$ cat src/rtl/gcl_pkg.sv
// Shared constants, types and helpers for the grid cell locator.
// No dependencies; imported by every module of the block.
package gcl_pkg;

   localparam int MAX_CELLS = 256;
   localparam int IDX_W     = $clog2(MAX_CELLS);
   localparam int CNT_W     = 9;
   localparam int COORD_W   = 32;
   localparam int ENTRY_W   = 8;
   localparam int CELL_W    = 8;
   localparam int OP_W      = 2;
   localparam int REQ_DATA_W = 104;
   localparam int RSP_DATA_W = 16;
   localparam int CSR_ADDR_W = 1;

   typedef enum logic [OP_W-1:0] {
      OP_LOAD_X = 2'd0,
      OP_LOAD_Y = 2'd1,
      OP_LOCATE = 2'd2,
      OP_NONE   = 2'd3
   } op_type;

   typedef enum logic [CSR_ADDR_W-1:0] {
      CSR_X_COUNT = 1'b0,
      CSR_Y_COUNT = 1'b1
   } csr_type;

   typedef struct packed {
      logic             done;
      logic [IDX_W-1:0] idx;
   } lane_rsp_type;

   // Upper midpoint of [lo, hi]; the span needs one extra bit.
   function automatic logic [IDX_W-1:0] mid_of(input logic [IDX_W-1:0] lo,
                                                input logic [IDX_W-1:0] hi);
      logic [IDX_W:0] span;
      span = {1'b0, hi} - {1'b0, lo} + {{IDX_W{1'b0}}, 1'b1};
      return lo + IDX_W'(span >> 1);
   endfunction

endpackage

$ cat src/rtl/gcl_merge.sv
// Merge stage: gathers column and row answers and drives the result register.
// Depends on gcl_pkg.
module gcl_merge (
   input  logic                            clock,
   input  logic                            reset,
   input  gcl_pkg::lane_rsp_type           col_rsp,
   input  gcl_pkg::lane_rsp_type           row_rsp,
   input  logic                            rsp_tready,
   output logic                            rsp_tvalid,
   output logic [gcl_pkg::RSP_DATA_W-1:0]  rsp_tdata,
   output logic                            load_done
);
   import gcl_pkg::*;

   logic                  col_got_ff, row_got_ff, col_got_in, row_got_in;
   logic [IDX_W-1:0]      col_idx_ff, row_idx_ff;
   logic                  out_valid_ff, out_valid_in, load;
   logic [RSP_DATA_W-1:0] out_data_ff;

   always_comb begin
      load         = col_got_ff && row_got_ff && (!out_valid_ff || rsp_tready);
      col_got_in   = !load && (col_got_ff || col_rsp.done);
      row_got_in   = !load && (row_got_ff || row_rsp.done);
      out_valid_in = load || (out_valid_ff && !rsp_tready);
   end

   always_ff @(posedge clock) begin
      if (reset) begin
         col_got_ff   <= 1'b0;
         row_got_ff   <= 1'b0;
         out_valid_ff <= 1'b0;
      end else begin
         col_got_ff   <= col_got_in;
         row_got_ff   <= row_got_in;
         out_valid_ff <= out_valid_in;
      end
      if (col_rsp.done) begin
         col_idx_ff <= col_rsp.idx;
      end
      if (row_rsp.done) begin
         row_idx_ff <= row_rsp.idx;
      end
      if (load) begin
         out_data_ff <= {CELL_W'(row_idx_ff), CELL_W'(col_idx_ff)};
      end
   end

   assign rsp_tvalid = out_valid_ff;
   assign rsp_tdata  = out_data_ff;
   assign load_done  = load;

`ifndef SYNTHESIS
   a_load_both: assert property (@(posedge clock) disable iff (reset)
      $rose(rsp_tvalid) |-> $past(col_got_ff && row_got_ff))
      else $error("result loaded before both lanes answered");
`endif

endmodule

$ cat config.mk
export PLATFORM = sky130hd
export DESIGN_NAME = gcl_merge
export DESIGN_NICKNAME = d
export VERILOG_FILES = /design/src/rtl/gcl_pkg.sv /design/src/rtl/gcl_merge.sv
export SDC_FILE = /design/constraint.sdc
export NUM_CORES = 1
export LEC_CHECK = 0
export ABC_CLOCK_PERIOD_IN_PS = 1700
export BUFFER_PORTS_ARGS = -buffer_cell sky130_fd_sc_hd__buf_2
export CORE_AREA = 3 3 55 57
export DETAILED_ROUTE_END_ITERATION = 7
export DIE_AREA = 0 0 58 60
export PLACE_DENSITY = 0.7
export SKIP_LAST_GASP = 1
export SYNTH_ARGS = -nofsm -noshare
export SYNTH_HDL_FRONTEND = slang
export SYNTH_SLANG_ARGS = --single-unit
$ cat constraint.sdc
create_clock -name clock -period 1.7 [get_ports clock]
set_input_delay 0.34 -clock clock [delete_from_list [all_inputs] [get_ports clock]]
set_output_delay 0.34 -clock clock [all_outputs]
set_load 0.05 [all_outputs]
==> impl_metrics.xml, run 1 <==
<?xml version="1.0" encoding="UTF-8"?>
<metrics>
  <group name="outcome">
    <metric name="outcome" unit="">complete, no violations</metric>
  </group>
  <group name="cells_and_area">
    <metric name="finish.utilization" unit="%">54.2</metric>
    <metric name="synthToLayoutAreaGrowth" unit="%">27.2</metric>
    <metric name="count_of_placed_standard_cells_in_the_final_layout_fillers_left_out" unit="">120</metric>
    <metric name="nNetsFinal" unit="">110</metric>
    <metric name="fillCellCount" unit="">230</metric>
    <metric name="share_of_final_layout_standard_cells_stronger_than_drive_strength_1" unit="%">52.2</metric>
    <metric name="num_antenna_cells" unit="">0</metric>
  </group>
  <group name="die">
    <metric name="rows" unit="">18</metric>
    <metric name="chipHeight" unit="um">60</metric>
    <metric name="die_area" unit="sq um">3480</metric>
    <metric name="ios" unit="">39</metric>
    <metric name="die_x" unit="um">58</metric>
    <metric name="initial_core_util" unit="%">42.6</metric>
    <metric name="design.core.area" unit="sq um">2520</metric>
  </group>
  <group name="synth">
    <metric name="syn_area_per_cell" unit="sq um">25.0</metric>
    <metric name="synth.distinct_cells" unit="">8</metric>
    <metric name="synth-edff-count" unit="">32</metric>
    <metric name="yosys-top-cells-count" unit="">32 x edfxtp_1, 3 x dfxtp_1, 2 x a311oi_1, 2 x nor2_1</metric>
    <metric name="synthesis.yosys.warnings" unit="">0</metric>
    <metric name="mappedNetlistArea" unit="sq um">1070</metric>
    <metric name="synth_async_sr_flop_share" unit="%">0</metric>
    <metric name="ys_seq_area_share" unit="%">95.0</metric>
    <metric name="synth.top_cell.area_share" unit="%">89.4</metric>
    <metric name="syn-num-nets" unit="">64</metric>
    <metric name="synth_cells" unit="">43</metric>
    <metric name="synth.largest_area_cell" unit="">edfxtp_1</metric>
    <metric name="synth_top_flop_cell" unit="">edfxtp_1</metric>
    <metric name="synth.ff_latch_count" unit="">35</metric>
    <metric name="top_count_cell_post_synth" unit="">edfxtp_1</metric>
    <metric name="synth_top_area_cells" unit="">edfxtp_1 89%, dfxtp_1 5.6%, a311oi_1 1.6%</metric>
  </group>
  <group name="clock_network">
    <metric name="cts_buffers" unit="">5</metric>
    <metric name="clock_sinks" unit="">35</metric>
    <metric name="cts.repair.resized" unit="">0</metric>
    <metric name="number_of_buffers_inserted_for_hold_repair_after_clock_tree_synthesis" unit="">0</metric>
    <metric name="tritoncts" unit="">yes</metric>
    <metric name="root_buffer" unit="">clkbuf_4</metric>
    <metric name="worstSkewPairLatency" unit="ns">0.32</metric>
    <metric name="cts.reportedPaths.clkPinSlew" unit="ns">0.09</metric>
    <metric name="h_tree_levels" unit="">2</metric>
    <metric name="max-clock-path-buffers" unit="">2</metric>
    <metric name="post-cts-setup-buffer-count" unit="">0</metric>
  </group>
  <group name="critical_path">
    <metric name="worst-path-max-fanout" unit="">4</metric>
    <metric name="critical_path.endpoint_type" unit="">primary output</metric>
    <metric name="worst_r2r_path_depth" unit="">3</metric>
    <metric name="path_class" unit="">flop to primary output</metric>
    <metric name="worst-endpoint-required" unit="ns">1.36</metric>
    <metric name="critical_path.startpoint_type" unit="">flop</metric>
    <metric name="crit_arrival" unit="ns">1.23</metric>
  </group>
  <group name="power_and_ir_drop">
    <metric name="power_leakage" unit="nW">0.541</metric>
    <metric name="ir_drop" unit="mV">0.681</metric>
    <metric name="powerDensity" unit="nW/um^2">1110</metric>
    <metric name="power_total" unit="mW">1.51</metric>
  </group>
  <group name="job">
    <metric name="max-cap-violations" unit="">0</metric>
  </group>
  <group name="timing">
    <metric name="clock_skew" unit="ns">0.00871</metric>
    <metric name="final_period_minus_worst_setup_slack" unit="ns">1.57</metric>
    <metric name="max-slew-margin-rel" unit="%">82.8</metric>
    <metric name="report.final.hold_viol_count" unit="">0</metric>
    <metric name="grt_setup_unrepaired" unit="">false</metric>
    <metric name="drv_slew" unit="">0</metric>
    <metric name="setup_total_negative_slack" unit="ns">0</metric>
    <metric name="final.setup.worst_slack" unit="ns">0.128</metric>
    <metric name="post-route-period-util" unit="%">92.5</metric>
    <metric name="max_freq" unit="MHz">636</metric>
    <metric name="setup-violations-final" unit="">0</metric>
    <metric name="worstMarginPinSlew" unit="ns">0.260</metric>
  </group>
  <group name="placed_design">
    <metric name="placement.setup.worst_slack" unit="ns">0.403</metric>
    <metric name="gp_congestion" unit="">0.687</metric>
    <metric name="placed_cells_incl_taps" unit="">112</metric>
    <metric name="portBuffers" unit="">38</metric>
    <metric name="hpwl" unit="mm">1.11</metric>
  </group>
  <group name="detailed_routing">
    <metric name="route.detailed.vias_per_inst" unit="">4.37</metric>
    <metric name="dr.first_iter.drc_count" unit="">5</metric>
    <metric name="drt.antenna.violating_nets" unit="">0</metric>
    <metric name="routed_wire_length_per_instance" unit="um">11.6</metric>
    <metric name="drcViolationCount" unit="">0</metric>
    <metric name="route.final.wire_length" unit="mm">1.39</metric>
    <metric name="detailroute.via_count" unit="">524</metric>
    <metric name="drt-pass1-iter-count" unit="">2</metric>
  </group>
  <group name="min_path">
    <metric name="type_of_the_tightest_min_delay_check" unit="">input pin to flop</metric>
    <metric name="hold_path_depth" unit="">1</metric>
  </group>
  <group name="global_route">
    <metric name="number_of_global_route_vias_before_repair" unit="">508</metric>
    <metric name="grt_pass1_wl" unit="mm">2.21</metric>
    <metric name="largest_net_degree_at_the_start_of_global_routing" unit="">17</metric>
    <metric name="global_route.usage.total" unit="%">9.42</metric>
    <metric name="grt_overflow" unit="">0</metric>
    <metric name="antenna_found_initial" unit="">0</metric>
  </group>
</metrics>
-- power by group --
part	leakage, nW	internal [mW]	switching (mW)
sequential	0.327	0.996	0.0138
combinational	0.184	0.0326	0.0791
clock	0.0293	0.161	0.229
-- critical path, stage by stage (launching register included) --
cell     delay, ns
dfxtp_1       0.39
nand2_1       0.13
nor2b_4       0.13
buf_2         0.27
-- logic make-up (layout without fill, tap and decap cells) --
| kind of cell | after synthesis | after routing | share of synthesized area [%] |
|---|---|---|---|
| buffers and inverters | 0 | 47 | 0 |
| DFF | 35 | 35 | 95.0 |
| and+or+nand+nor | 5 | 5 | 2.91 |
| AOI/OAI and AO/OA | 3 | 3 | 2.10 |
-- registers in the layout (all words and copies together), names as in the netlist --
| signal | cells |
|---|---|
| rsp_tvalid | 1 |
| row_idx_ff | 8 |
| col_got_ff | 1 |
| row_got_ff | 1 |
| col_idx_ff | 8 |
| rsp_tdata | 16 |
-- routing by layer --
layer | global-route usage, % | vias to the layer above | part of all wire [%]
met1 | 9.48 | 230 | 37
met5 | 0 | - | 0
li1 | - | 261 | -
met3 | 7.34 | 4 | 15
met4 | 5.96 | 0 | 1.9
met2 | 13.5 | 29 | 46
-- cell usage in the layout, fill, tap and decap left out --
cell	count
clkbuf_1	2
clkinv_2	1
clkbuf_4	5
nor2_1	2
a311oi_1	2
nand2_1	1
nand2b_4	1
buf_4	1
dfxtp_1	3
buf_2	38
a21oi_1	1
nor2b_4	1
edfxtp_1	32
-- area by class of cell --
class                           count  area, sq um  area share (%)
Sequential cell                    35         1020            74.7
Multi-Input combinational cell      8         61.3            4.48
Timing Repair Buffer               39          198            14.5
Clock inverter                      1         5.00           0.366
Tap cell                           30         37.5            2.74
Clock buffer                        7         45.0            3.29
-- final timing paths --
kind	startpoint	to	slack (ns)
min	col_rsp[6]	col_idx_ff[6]	0.19
min reg2reg	col_idx_ff[1]	rsp_tdata[1]	0.43
max	row_got_ff	load_done	0.13
max reg2reg	row_got_ff	rsp_tdata[11]	0.53
-- stage by stage --
| step | hold WS [ns] | instance area [sq um] |
|---|---|---|
| 2_1_floorplan | 0.400 | 1080 |
| 3_3_place_gp | 0.402 | 1320 |
| 3_5_place_dp | 0.405 | 1320 |
| 4_1_cts | 0.172 | 1370 |
| 5_1_grt | 0.156 | 1370 |
| 6_report | 0.186 | 1370 |
(Power assumes the default switching activity.)
==> run 2: changes to the inputs <==
--- a/config.mk
+++ b/config.mk
@@ -11,6 +11,7 @@
 export DETAILED_ROUTE_END_ITERATION = 7
 export DIE_AREA = 0 0 58 60
 export PLACE_DENSITY = 0.7
+export RECOVER_POWER = 100
 export SKIP_LAST_GASP = 1
 export SYNTH_ARGS = -nofsm -noshare
 export SYNTH_HDL_FRONTEND = slang
==> run 2 against run 1 <==
Routed wire length grew 1.1%. Sequential power is essentially flat. Flip-flop and latch count is the same. Fmax shrank 0.99%. Final cell count is the same. Power shrank 0.36%. Combinational power shrank 5%. Register-to-register slack lost 0.14 ns. Cell area shrank 2.3%. Clock-buffer cell count is the same. Global-route usage is the same.
==> impl_metrics.xml, run 2 (same netlist as run 1, synthesis figures left out) <==
<?xml version="1.0" encoding="UTF-8"?>
<metrics>
  <group name="detailed_routing">
    <metric name="met2WireLength" unit="um">638</metric>
    <metric name="routed_wire_length_per_instance" unit="um">11.7</metric>
    <metric name="route.detailed.vias_per_inst" unit="">4.33</metric>
    <metric name="drcViolationCount" unit="">0</metric>
    <metric name="met1Wirelength" unit="um">536</metric>
    <metric name="dr.first_iter.drc_count" unit="">6</metric>
    <metric name="drt-pass1-iter-count" unit="">4</metric>
    <metric name="drt.antenna.violating_nets" unit="">0</metric>
    <metric name="met3WireLength" unit="um">206</metric>
    <metric name="route.final.wire_length" unit="mm">1.41</metric>
    <metric name="detailroute.via_count" unit="">519</metric>
    <metric name="top_signal_layer_used" unit="">met4</metric>
  </group>
  <group name="timing">
    <metric name="max-slew-margin-rel" unit="%">59.9</metric>
    <metric name="grt_setup_unrepaired" unit="">false</metric>
    <metric name="drv_slew" unit="">0</metric>
    <metric name="clock_skew" unit="ns">0.00863</metric>
    <metric name="worstMarginPinSlew" unit="ns">0.605</metric>
    <metric name="setup-violations-final" unit="">0</metric>
    <metric name="max_freq" unit="MHz">630</metric>
    <metric name="post-route-period-util" unit="%">93.4</metric>
    <metric name="final_period_minus_worst_setup_slack" unit="ns">1.59</metric>
    <metric name="setup_total_negative_slack" unit="ns">0</metric>
    <metric name="report.final.hold_viol_count" unit="">0</metric>
  </group>
  <group name="die">
    <metric name="design.core.area" unit="sq um">2520</metric>
    <metric name="chipHeight" unit="um">60</metric>
    <metric name="die_area" unit="sq um">3480</metric>
    <metric name="die_x" unit="um">58</metric>
    <metric name="initial_core_util" unit="%">42.6</metric>
    <metric name="rows" unit="">18</metric>
    <metric name="ios" unit="">39</metric>
  </group>
  <group name="critical_path">
    <metric name="worst_path_cell_with_the_longest_stage_delay" unit="">dfxtp_1</metric>
    <metric name="path_class" unit="">flop to primary output</metric>
    <metric name="worst-r2r-setup-slack" unit="ns">0.39</metric>
    <metric name="worst-path-max-fanout" unit="">4</metric>
    <metric name="path_cells" unit="">nand2_1 &gt; nor2b_4 &gt; clkbuf_2</metric>
    <metric name="critical_path.endpoint_type" unit="">primary output</metric>
    <metric name="cp_slowest_stage_delay" unit="ns">0.39</metric>
    <metric name="worst-endpoint-required" unit="ns">1.36</metric>
    <metric name="critical_path.startpoint_type" unit="">flop</metric>
    <metric name="crit_arrival" unit="ns">1.25</metric>
  </group>
  <group name="clock_network">
    <metric name="cts.reportedPaths.clkPinSlew" unit="ns">0.09</metric>
    <metric name="max-clock-path-buffers" unit="">2</metric>
    <metric name="h_tree_levels" unit="">2</metric>
    <metric name="cts.repair.resized" unit="">0</metric>
    <metric name="root_buffer" unit="">clkbuf_4</metric>
    <metric name="worstSkewPairLatency" unit="ns">0.32</metric>
    <metric name="tritoncts" unit="">yes</metric>
    <metric name="cts_buffers" unit="">5</metric>
    <metric name="post-cts-setup-buffer-count" unit="">0</metric>
    <metric name="clock_sinks" unit="">35</metric>
    <metric name="number_of_buffers_inserted_for_hold_repair_after_clock_tree_synthesis" unit="">0</metric>
  </group>
  <group name="power_and_ir_drop">
    <metric name="ir_drop" unit="mV">0.681</metric>
    <metric name="power_leakage" unit="nW">0.480</metric>
    <metric name="powerDensity" unit="nW/um^2">1130</metric>
    <metric name="power_total" unit="mW">1.51</metric>
  </group>
  <group name="cells_and_area">
    <metric name="num_antenna_cells" unit="">0</metric>
    <metric name="nNetsFinal" unit="">110</metric>
    <metric name="largest_register_ff_count" unit="">16</metric>
    <metric name="finish.utilization" unit="%">53.0</metric>
    <metric name="synthToLayoutAreaGrowth" unit="%">24.3</metric>
    <metric name="share_of_final_layout_standard_cells_stronger_than_drive_strength_1" unit="%">31.1</metric>
    <metric name="count_of_placed_standard_cells_in_the_final_layout_fillers_left_out" unit="">120</metric>
    <metric name="most_frequent_cells_in_the_layout" unit="">32 x edfxtp_1, 21 x clkbuf_1, 18 x buf_2, 5 x clkbuf_4, 3 x dfxtp_1</metric>
    <metric name="final_common_cell" unit="">edfxtp_1</metric>
  </group>
  <group name="global_route">
    <metric name="number_of_global_route_vias_before_repair" unit="">508</metric>
    <metric name="global_route.usage.total" unit="%">9.42</metric>
    <metric name="antenna_found_initial" unit="">0</metric>
    <metric name="grt_pass1_wl" unit="mm">2.21</metric>
    <metric name="largest_net_degree_at_the_start_of_global_routing" unit="">17</metric>
    <metric name="grt_overflow" unit="">0</metric>
  </group>
  <group name="min_path">
    <metric name="type_of_the_tightest_min_delay_check" unit="">input pin to flop</metric>
  </group>
  <group name="outcome">
    <metric name="outcome" unit="">complete, no violations</metric>
  </group>
  <group name="placed_design">
    <metric name="portBuffers" unit="">38</metric>
    <metric name="placed_cells_incl_taps" unit="">112</metric>
    <metric name="gp_congestion" unit="">0.687</metric>
    <metric name="hpwl" unit="mm">1.11</metric>
  </group>
  <group name="job">
    <metric name="max-cap-violations" unit="">0</metric>
  </group>
</metrics>
==> run 2: cell count changes in the layout (fill, tap and decap cells not counted), sizes merged <==
cell / delta
buf: -21
clkbuf: +21
==> run 2: final cells by class <==
class | count | area [sq um]
sequential | 35 | 1020
clock inverter | 1 | 5.00
clock buffer | 7 | 45.0
tap | 30 | 37.5
fill | 233 | 1190
multi-input combinational | 8 | 56.3
timing repair buffer | 39 | 171
==> run 2: worst max-delay path, delay by kind of cell, from the launching register on <==
family	cells	cell delay, ns
DFF	1	0.39
buffers and inverters	1	0.28
and+or+nand+nor	2	0.26
==> run 2: final timing paths <==
kind         cells after the start          start             to
min                              1     col_rsp[6]  col_idx_ff[6]
min reg2reg                      0  col_idx_ff[1]   rsp_tdata[1]
max reg2reg                      3     row_got_ff  rsp_tdata[10]
max                              3     row_got_ff      load_done
==> run 2: metrics by stage <==
step                hold slack [ns]  instance area (sq um)  worst slack (ns)
floorplan                     0.400                   1080             0.132
global route                  0.156                   1340            0.0208
detailed placement            0.405                   1320             0.403
global placement              0.402                   1320             0.402
finish                        0.185                   1340             0.112
CTS                           0.172                   1370             0.102
==> run 2: metal layers <==
layer  GRT usage [%]  vias to the layer above
li1                -                      260
met1            9.48                      226
met2            13.5                       29
met3            7.34                        4
met4            5.96                        0
met5               0                        -
==> run 2: power by group <==
part,leakage (nW),internal [mW],switching (mW),total (mW)
Combinational,0.124,0.0268,0.0791,0.106
Clock,0.0293,0.161,0.229,0.390
Sequential,0.327,0.996,0.0138,1.01
